$ cat src/sv/mqrf_pkg.sv
`timescale 1ns / 1ps
`default_nettype none
// ----------------------------------------------------------------------------
// mqrf_pkg
// Shared types and constants of the multi-queue ring FIFO: item kinds,
// status codes, register indexes and the control group between modules.
// ----------------------------------------------------------------------------
package mqrf_pkg;

   // default sizes
   localparam int NUM_QUEUES_DEF = 4;
   localparam int MAX_DEPTH_DEF  = 16;
   localparam int DATA_WIDTH_DEF = 32;

   // fixed field widths
   localparam int QUEUE_ID_W = 2;
   localparam int CSR_INDEX_W = 3;
   localparam int CSR_DATA_W  = 5;
   localparam int ENABLE_W    = 4;
   localparam int DEPTH_REG_W = 5;

   // depth registers exist for this many queues
   localparam int NUM_CSR_QUEUES = 4;

   // reset value of every depth register
   localparam int DEPTH_RESET = 16;

   // item kinds
   localparam logic KIND_SEND = 1'b0;
   localparam logic KIND_RECV = 1'b1;

   // register indexes
   localparam logic [CSR_INDEX_W-1:0] CSR_ENABLE     = 3'd0;
   localparam logic [CSR_INDEX_W-1:0] CSR_DEPTH_BASE = 3'd1;

   // result status codes
   typedef enum logic [1:0] {
      ST_OK       = 2'd0,
      ST_DISABLED = 2'd1,
      ST_FULL     = 2'd2,
      ST_EMPTY    = 2'd3
   } status_type;

   // control group from the queue bookkeeping to the store and pipeline
   typedef struct packed {
      logic       mem_en;
      logic       mem_we;
      logic       rd_ok;
      status_type status;
   } op_type;

endpackage
`default_nettype wire

$ cat src/sv/mqrf_ram.sv
`timescale 1ns / 1ps
`default_nettype none
// ----------------------------------------------------------------------------
// mqrf_ram
// Generic single-port synchronous RAM with registered read data; read data
// holds while the port is not enabled for a read.
// ----------------------------------------------------------------------------
module mqrf_ram #(
   parameter int WIDTH = 32,
   parameter int DEPTH = 64
) (
   input  wire logic                     clock,
   input  wire logic                     en,
   input  wire logic                     we,
   input  wire logic [$clog2(DEPTH)-1:0] addr,
   input  wire logic [WIDTH-1:0]         wdata,
   output logic      [WIDTH-1:0]         rdata
);

   logic [WIDTH-1:0] mem_ff [DEPTH];
   logic [WIDTH-1:0] rdata_ff;

   // write or registered read
   always_ff @(posedge clock) begin
      if (en) begin
         if (we) begin
            mem_ff[addr] <= wdata;
         end else begin
            rdata_ff <= mem_ff[addr];
         end
      end
   end

   assign rdata = rdata_ff;

endmodule
`default_nettype wire

$ cat src/sv/mqrf_ctrl.sv
`timescale 1ns / 1ps
`default_nettype none
// ----------------------------------------------------------------------------
// mqrf_ctrl
// Per-queue bookkeeping: enable mask, depths, read and write pointers and
// fill counts. Decides each item's status and drives the shared store.
// ----------------------------------------------------------------------------
module mqrf_ctrl #(
   parameter int NUM_QUEUES = mqrf_pkg::NUM_QUEUES_DEF,
   parameter int MAX_DEPTH  = mqrf_pkg::MAX_DEPTH_DEF
) (
   input  wire logic                                clock,
   input  wire logic                                reset,
   input  wire logic                                accept,
   input  wire logic                                req_kind,
   input  wire logic [mqrf_pkg::QUEUE_ID_W-1:0]     req_queue_id,
   input  wire logic                                csr_we,
   input  wire logic [mqrf_pkg::CSR_INDEX_W-1:0]    csr_index,
   input  wire logic [mqrf_pkg::CSR_DATA_W-1:0]     csr_wdata,
   output mqrf_pkg::op_type                         op,
   output logic [$clog2(MAX_DEPTH+1)-1:0]           level,
   output logic [$clog2(NUM_QUEUES*MAX_DEPTH)-1:0]  addr
);
   import mqrf_pkg::*;

   localparam int QIDX_W = (NUM_QUEUES > 1) ? $clog2(NUM_QUEUES) : 1;
   localparam int PTR_W  = $clog2(MAX_DEPTH);
   localparam int CNT_W  = $clog2(MAX_DEPTH + 1);
   localparam int ADDR_W = $clog2(NUM_QUEUES * MAX_DEPTH);
   localparam int DEPTH_INIT = (DEPTH_RESET > MAX_DEPTH) ? MAX_DEPTH : DEPTH_RESET;

   logic [ENABLE_W-1:0] enable_ff, enable_in;
   logic [CNT_W-1:0]    depth_ff [NUM_QUEUES];
   logic [CNT_W-1:0]    depth_in [NUM_QUEUES];
   logic [PTR_W-1:0]    wp_ff [NUM_QUEUES];
   logic [PTR_W-1:0]    wp_in [NUM_QUEUES];
   logic [PTR_W-1:0]    rp_ff [NUM_QUEUES];
   logic [PTR_W-1:0]    rp_in [NUM_QUEUES];
   logic [CNT_W-1:0]    cnt_ff [NUM_QUEUES];
   logic [CNT_W-1:0]    cnt_in [NUM_QUEUES];

   logic [QIDX_W-1:0] qsel;
   logic              q_hit;
   logic [CNT_W-1:0]  cur_depth;
   logic [CNT_W-1:0]  cur_cnt;
   logic [PTR_W-1:0]  cur_wp;
   logic [PTR_W-1:0]  cur_rp;
   logic [PTR_W-1:0]  cur_ptr;
   logic              send_ok;
   logic              recv_ok;
   logic              wp_wrap;
   logic              rp_wrap;
   logic [31:0]       wval;
   logic [CNT_W-1:0]  depth_wr;

   // look up the addressed queue
   always_comb begin
      qsel  = QIDX_W'(req_queue_id);
      q_hit = (32'(req_queue_id) < NUM_QUEUES) && enable_ff[req_queue_id];
      cur_depth = q_hit ? depth_ff[qsel] : CNT_W'(1);
      cur_cnt   = q_hit ? cnt_ff[qsel]   : '0;
      cur_wp    = q_hit ? wp_ff[qsel]    : '0;
      cur_rp    = q_hit ? rp_ff[qsel]    : '0;
      send_ok = q_hit && (req_kind == KIND_SEND) && (cur_cnt < cur_depth);
      recv_ok = q_hit && (req_kind == KIND_RECV) && (cur_cnt != '0);
      wp_wrap = (CNT_W'(cur_wp) + CNT_W'(1)) >= cur_depth;
      rp_wrap = (CNT_W'(cur_rp) + CNT_W'(1)) >= cur_depth;
      cur_ptr = (req_kind == KIND_SEND) ? cur_wp : cur_rp;
   end

   // status, level and store access for this item
   always_comb begin
      op.mem_en = accept && (send_ok || recv_ok);
      op.mem_we = send_ok;
      op.rd_ok  = recv_ok;
      if (!q_hit) begin
         op.status = ST_DISABLED;
      end else if (req_kind == KIND_SEND) begin
         op.status = send_ok ? ST_OK : ST_FULL;
      end else begin
         op.status = recv_ok ? ST_OK : ST_EMPTY;
      end
      if (send_ok) begin
         level = cur_cnt + CNT_W'(1);
      end else if (recv_ok) begin
         level = cur_cnt - CNT_W'(1);
      end else begin
         level = cur_cnt;
      end
      addr = ADDR_W'(qsel) * ADDR_W'(MAX_DEPTH) + ADDR_W'(cur_ptr);
   end

   // clamp a written depth into 1 .. MAX_DEPTH
   always_comb begin
      wval = 32'(csr_wdata);
      if (wval == 32'd0) begin
         depth_wr = CNT_W'(1);
      end else if (wval > 32'(MAX_DEPTH)) begin
         depth_wr = CNT_W'(MAX_DEPTH);
      end else begin
         depth_wr = CNT_W'(wval);
      end
   end

   // next pointer, count and register values
   always_comb begin
      enable_in = enable_ff;
      depth_in  = depth_ff;
      wp_in     = wp_ff;
      rp_in     = rp_ff;
      cnt_in    = cnt_ff;
      if (accept && send_ok) begin
         wp_in[qsel]  = wp_wrap ? '0 : cur_wp + PTR_W'(1);
         cnt_in[qsel] = level;
      end
      if (accept && recv_ok) begin
         rp_in[qsel]  = rp_wrap ? '0 : cur_rp + PTR_W'(1);
         cnt_in[qsel] = level;
      end
      if (csr_we && csr_index == CSR_ENABLE) begin
         enable_in = csr_wdata[ENABLE_W-1:0];
      end
      for (int q = 0; q < NUM_QUEUES; q++) begin
         if (q < NUM_CSR_QUEUES) begin
            // a rising enable bit or any depth write recreates the queue
            if ((csr_we && csr_index == CSR_ENABLE && csr_wdata[q] && !enable_ff[q]) ||
                (csr_we && csr_index == CSR_DEPTH_BASE + CSR_INDEX_W'(q))) begin
               wp_in[q]  = '0;
               rp_in[q]  = '0;
               cnt_in[q] = '0;
            end
            if (csr_we && csr_index == CSR_DEPTH_BASE + CSR_INDEX_W'(q)) begin
               depth_in[q] = depth_wr;
            end
         end
      end
   end

   // state registers
   always_ff @(posedge clock) begin
      if (reset) begin
         enable_ff <= '0;
         for (int q = 0; q < NUM_QUEUES; q++) begin
            depth_ff[q] <= CNT_W'(DEPTH_INIT);
            wp_ff[q]    <= '0;
            rp_ff[q]    <= '0;
            cnt_ff[q]   <= '0;
         end
      end else begin
         enable_ff <= enable_in;
         depth_ff  <= depth_in;
         wp_ff     <= wp_in;
         rp_ff     <= rp_in;
         cnt_ff    <= cnt_in;
      end
   end

endmodule
`default_nettype wire

$ cat src/sv/multi_queue_ring_fifo.sv
`timescale 1ns / 1ps
`default_nettype none
// ----------------------------------------------------------------------------
// multi_queue_ring_fifo
// Up to NUM_QUEUES circular message queues sharing one word store. Each
// item is a send or a receive on one queue; each gives one result item.
//
// Use: an item on req_ (kind, queue_id, payload) is taken when req_valid and
// req_ready are high. Its result passes the stage and output registers to
// rsp_ (status, read_data, fill_level) and holds until rsp_ready is high.
// Throughput is one item per cycle while req_ready stays high: status,
// pointers and fill counts are settled in the cycle of acceptance from
// per-queue registers, and the word store, a single-port RAM with
// registered read data, is written or read in that same cycle. A receive
// following a send to the same queue in the next cycle sees the new word
// since the write has completed. A stage register and an output register
// sit between the two sides, so an item is still taken while one result
// waits; when the receiver stalls, req_ready drops once both are full.
// Configuration goes through csr_we, csr_index and csr_wdata; it must be
// written only while no item is in flight, which the block itself does
// not enforce. Enabling a queue or writing its depth empties that queue.
// After reset every queue is disabled and empty at depth min(16, MAX_DEPTH).
// ----------------------------------------------------------------------------
module multi_queue_ring_fifo #(
   parameter int NUM_QUEUES = mqrf_pkg::NUM_QUEUES_DEF,
   parameter int MAX_DEPTH  = mqrf_pkg::MAX_DEPTH_DEF,
   parameter int DATA_WIDTH = mqrf_pkg::DATA_WIDTH_DEF
) (
   input  wire logic                             clock,
   input  wire logic                             reset,
   // item input
   input  wire logic                             req_valid,
   output logic                                  req_ready,
   input  wire logic                             req_kind,
   input  wire logic [mqrf_pkg::QUEUE_ID_W-1:0]  req_queue_id,
   input  wire logic [DATA_WIDTH-1:0]            req_payload,
   // result output
   output logic                                  rsp_valid,
   input  wire logic                             rsp_ready,
   output mqrf_pkg::status_type                  rsp_status,
   output logic [DATA_WIDTH-1:0]                 rsp_read_data,
   output logic [$clog2(MAX_DEPTH+1)-1:0]        rsp_fill_level,
   // configuration
   input  wire logic                             csr_we,
   input  wire logic [mqrf_pkg::CSR_INDEX_W-1:0] csr_index,
   input  wire logic [mqrf_pkg::CSR_DATA_W-1:0]  csr_wdata
);
   import mqrf_pkg::*;

   localparam int CNT_W  = $clog2(MAX_DEPTH + 1);
   localparam int ADDR_W = $clog2(NUM_QUEUES * MAX_DEPTH);

   op_type              op;
   logic [CNT_W-1:0]    level;
   logic [ADDR_W-1:0]   addr;
   logic [DATA_WIDTH-1:0] ram_rdata;
   logic                accept;
   logic                s1_move;

   logic                s1_valid_ff, s1_valid_in;
   status_type          s1_status_ff;
   logic                s1_rd_ff;
   logic [CNT_W-1:0]    s1_level_ff;

   logic                out_valid_ff, out_valid_in;
   status_type          out_status_ff;
   logic [DATA_WIDTH-1:0] out_data_ff;
   logic [CNT_W-1:0]    out_level_ff;

   // handshake
   assign s1_move   = s1_valid_ff && (!out_valid_ff || rsp_ready);
   assign req_ready = !s1_valid_ff || s1_move;
   assign accept    = req_valid && req_ready;

   // queue bookkeeping
   mqrf_ctrl #(
      .NUM_QUEUES (NUM_QUEUES),
      .MAX_DEPTH  (MAX_DEPTH)
   ) u_ctrl (
      .clock        (clock),
      .reset        (reset),
      .accept       (accept),
      .req_kind     (req_kind),
      .req_queue_id (req_queue_id),
      .csr_we       (csr_we),
      .csr_index    (csr_index),
      .csr_wdata    (csr_wdata),
      .op           (op),
      .level        (level),
      .addr         (addr)
   );

   // shared word store
   mqrf_ram #(
      .WIDTH (DATA_WIDTH),
      .DEPTH (NUM_QUEUES * MAX_DEPTH)
   ) u_store (
      .clock (clock),
      .en    (op.mem_en),
      .we    (op.mem_we),
      .addr  (addr),
      .wdata (req_payload),
      .rdata (ram_rdata)
   );

   // valid bits of the stage and output registers
   always_comb begin
      s1_valid_in  = accept || (s1_valid_ff && !s1_move);
      out_valid_in = s1_move || (out_valid_ff && !rsp_ready);
   end

   always_ff @(posedge clock) begin
      if (reset) begin
         s1_valid_ff  <= 1'b0;
         out_valid_ff <= 1'b0;
      end else begin
         s1_valid_ff  <= s1_valid_in;
         out_valid_ff <= out_valid_in;
      end
   end

   // stage register: result while the store read completes
   always_ff @(posedge clock) begin
      if (accept) begin
         s1_status_ff <= op.status;
         s1_rd_ff     <= op.rd_ok;
         s1_level_ff  <= level;
      end
   end

   // output register
   always_ff @(posedge clock) begin
      if (s1_move) begin
         out_status_ff <= s1_status_ff;
         out_data_ff   <= s1_rd_ff ? ram_rdata : '0;
         out_level_ff  <= s1_level_ff;
      end
   end

   assign rsp_valid      = out_valid_ff;
   assign rsp_status     = out_status_ff;
   assign rsp_read_data  = out_data_ff;
   assign rsp_fill_level = out_level_ff;

endmodule
`default_nettype wire
$ cat config.mk
export PLATFORM = sky130hd
export DESIGN_NAME = multi_queue_ring_fifo
export DESIGN_NICKNAME = d
export VERILOG_FILES = /design/src/sv/mqrf_pkg.sv /design/src/sv/mqrf_ram.sv /design/src/sv/mqrf_ctrl.sv /design/src/sv/multi_queue_ring_fifo.sv
export SDC_FILE = /design/constraint.sdc
export NUM_CORES = 2
export LEC_CHECK = 0
export ABC_AREA = 1
export BUFFER_PORTS_ARGS = -buffer_cell sky130_fd_sc_hd__buf_2
export CELL_PAD_IN_SITES_DETAIL_PLACEMENT = 1
export CELL_PAD_IN_SITES_GLOBAL_PLACEMENT = 1
export CORE_UTILIZATION = 40
export CTS_CLUSTER_SIZE = 10
export DETAILED_ROUTE_END_ITERATION = 7
export PLACE_DENSITY_LB_ADDON = 0.1
export RECOVER_POWER = 100
export SKIP_CTS_REPAIR_TIMING = 1
export SYNTH_ARGS = -nofsm -noshare
export SYNTH_HDL_FRONTEND = slang
export SYNTH_HIERARCHICAL = 1
export SYNTH_SLANG_ARGS = --single-unit
$ cat constraint.sdc
create_clock -name clock -period 6.5 [get_ports clock]
set_input_delay 0.975 -clock clock [delete_from_list [all_inputs] [get_ports clock]]
set_output_delay 0.975 -clock clock [all_outputs]
set_load 0.01 [all_outputs]
==> summary.txt <==
Initial Util = 0.403
Critical Path Fanout Max = 81
Tcrit/Tclk final = 0.882
Post-route ant nets = 0
Detailed Route Iter0 Violations = 6161
Layout area overhead = 12.1%
Slowest-stage cell, CP = inv_4
Share of the synthesized area in the top cell type = 0.681
Row Count = 177
Most frequent CP cell = nand2_1
Clk root buf = clkbuf_16
Tmin final = 5730 ps
Number of max-cap violations = 64
Final-report max-slew violation count = 2283
CTS clk-pin slew, worst paths = 60 ps
Vias per inst = 5.22
CP Launch Type = input port
Post-Route WL = 324000 um
Synthesized area per cell = 10.2 um^2
Synth area leader = edfxtp_1
GRT Resource Usage Total = 0.272
Critical path's largest stage delay = 1100 ps
Syn Inst Count = 9245
# IOs = 89
WL/cell = 25.7 um
Crit end category = flop
Final Core Density = 0.451
Worst path required time = 7020 ps
Number of synthesized register bits = 2205
Placeable Area = 233000 um^2
Final setup violation count = 0
Global route total overflow = 0
Critical path class = in -> reg
Arrival @ worst endpoint = 6250 ps
GPL Wtd Cong = 0.907
Final nets = 9463
Routed via count = 65900
Share of post-route cells with drive strength above 1 = 0.0608
HPWL after DPL = 201000 um
RSZ-0062 raised after global routing = no
Vias in the first global route = 66500
Hold crit path type = in -> reg
Power Dens Cells = 283 nW/um^2
First-pass GRT wire length = 467000 um
Top cells by area, synth = edfxtp_1 (68%), nand2_1 (24%), dfxtp_1 (1.7%)
DR DRC count = 0
Bufs on Longest Clock Path = 4
CTS H-tree depth = 5
Fin Clk Skew = 62.9 ps
Cell Chain, Critical Path = buf_2, inv_1, nand2_1, inv_1, nand2_1, nand2_1, nor2_1, nor2_1, nand2_1, nand2_4, inv_4, nand3_1, clkbuf_1, nor2_4, buf_4
# clock sinks = 2205
Vert. Die Dim = 486 um
Final Hold Fails = 0
DRT Pass-1 Iters = 5
Total die area = 237000 um^2
Slew @ Worst Pin = 4100 ps
Fmax = 174 MHz
CTS tree = yes
Violated checks = capacitance limit, slew limit
Largest net degree at the start of global routing = 162
Total negative setup slack = 0 ps
Clk Latency, worst-skew pair = 940 ps
Max VDD drop = 235 uV
Static leakage = 0.0430 uW
Input/output buffers = 88
Synth unique cells = 45
Post-Syn Nets = 9312
CTS Buf Count = 279
Number of antenna violations at the first check in global routing = 23
Yosys warnings = 6
Outcome = finished with violations
Max-slew headroom = -1.74
Post-Syn Area = 93900 um^2
Seq/Total Area, Yosys = 0.697
Die X = 486 um
[path summary, 6_finish.rpt]
kind / from / to / slack, ps / cells after the start
min reg2reg: s1_status_ff[0] / rsp_status[0] / 420 / 0
max: req_queue_id[1] / u_store/mem_ff[16][31] / 770 / 15
min: req_payload[31] / u_store/mem_ff[47][31] / 350 / 1
max reg2reg: u_ctrl/enable_ff[3] / u_store/mem_ff[16][31] / 1590 / 19
[cells by family (layout without fill, tap and decap cells)]
family | count (synthesis) | count (layout) | synth area share
AO/OA/AOI/OAI | 128 | 128 | 0.00781
XOR/XNOR | 3 | 3 | 0.000280
adder cells (fa/ha/maj) | 19 | 19 | 0.00253
buffers and inverters | 606 | 845 | 0.0353
flip-flops | 2205 | 2205 | 0.697
other | 0 | 10 | 0
AND/OR/NAND/NOR | 6284 | 6284 | 0.257
[power breakdown]
| group | internal, uW | switching, uW |
|---|---|---|
| clock | 7880 | 5630 |
| combinational | 46.9 | 546 |
| sequential | 15600 | 6.55 |
[layout by cell type, fill, tap and decap left out, types with 33 or more instances in the layout]
cell type / netlist / routed
buf_12: 0 / 50
nand2_1: 5923 / 5929
inv_1: 136 / 142
nand3_1: 38 / 39
clkbuf_16: 0 / 284
nor2_4: 2 / 33
o21ai_0: 44 / 42
dfxtp_1: 78 / 78
nor2_1: 256 / 226
clkbuf_1: 113 / 186
clkbuf_2: 0 / 33
buf_4: 47 / 86
edfxtp_1: 2127 / 2127
[routing by layer]
metal | track usage | wire [um]
met4 | 0.0890 | 11000
met5 | 0 | 0
met2 | 0.427 | 148000
met3 | 0.0419 | 21300
met1 | 0.387 | 144000
[flip-flops by register name, indices dropped and copies added (netlist names), 4 cells and up]
signal            flops
rsp_fill_level        5
rsp_read_data        32
s1_level_ff           5
u_ctrl/cnt_ff        20
u_ctrl/depth_ff      20
u_ctrl/enable_ff      4
u_ctrl/rp_ff         16
u_ctrl/wp_ff         16
u_store/mem_ff     2048
u_store/rdata        32
[cells in the mapped netlist (all sizes together)]
cell and instances:
a22oi 2, nor3 10, nor4 4, nand4 15, buf 329, or2 8, inv 163, nand3 41
o21a 1, a21oi 27, edfxtp 2127, ha 19, o22ai 17, o221ai 2, o31ai 1, o21bai 2
dfxtp 78, o311ai 1, clkinv 1, o211ai 6, o22a 2, nor2 263, xor2 3, nand2 5943
o21ai 67, clkbuf 113
[layout make-up]
cell class              instances  area, um^2
fillers                     25800      128000
flip-flops and latches       2205       65400
multi-input cells            6434       25300
clock buffers                 347        7360
well taps                    3132        3920
repair buffers                312        2370
inverters                     164         649
clock inverters                22         144
diodes                         10        25.0
[critical path: cells and delay by family]
family	cells	cell delay (ps)
buffers and inverters	6	3100
and+or+nand+nor	9	1920
[per-stage QoR]
stage                     setup WS [ps]  instances  power [uW]  hold slack (ps)  area (um^2)
final                               769      12600       29700              347       105000
after global routing                484      12600       30500              321       105000
after CTS                          1340      12600       30000              241       106000
after detailed placement            411      12200       16500              409        98500
after global placement              411      12200       16500              403        98500
after floorplan                    -388       9245       16000              400        93900
(Power assumes the default switching activity.)
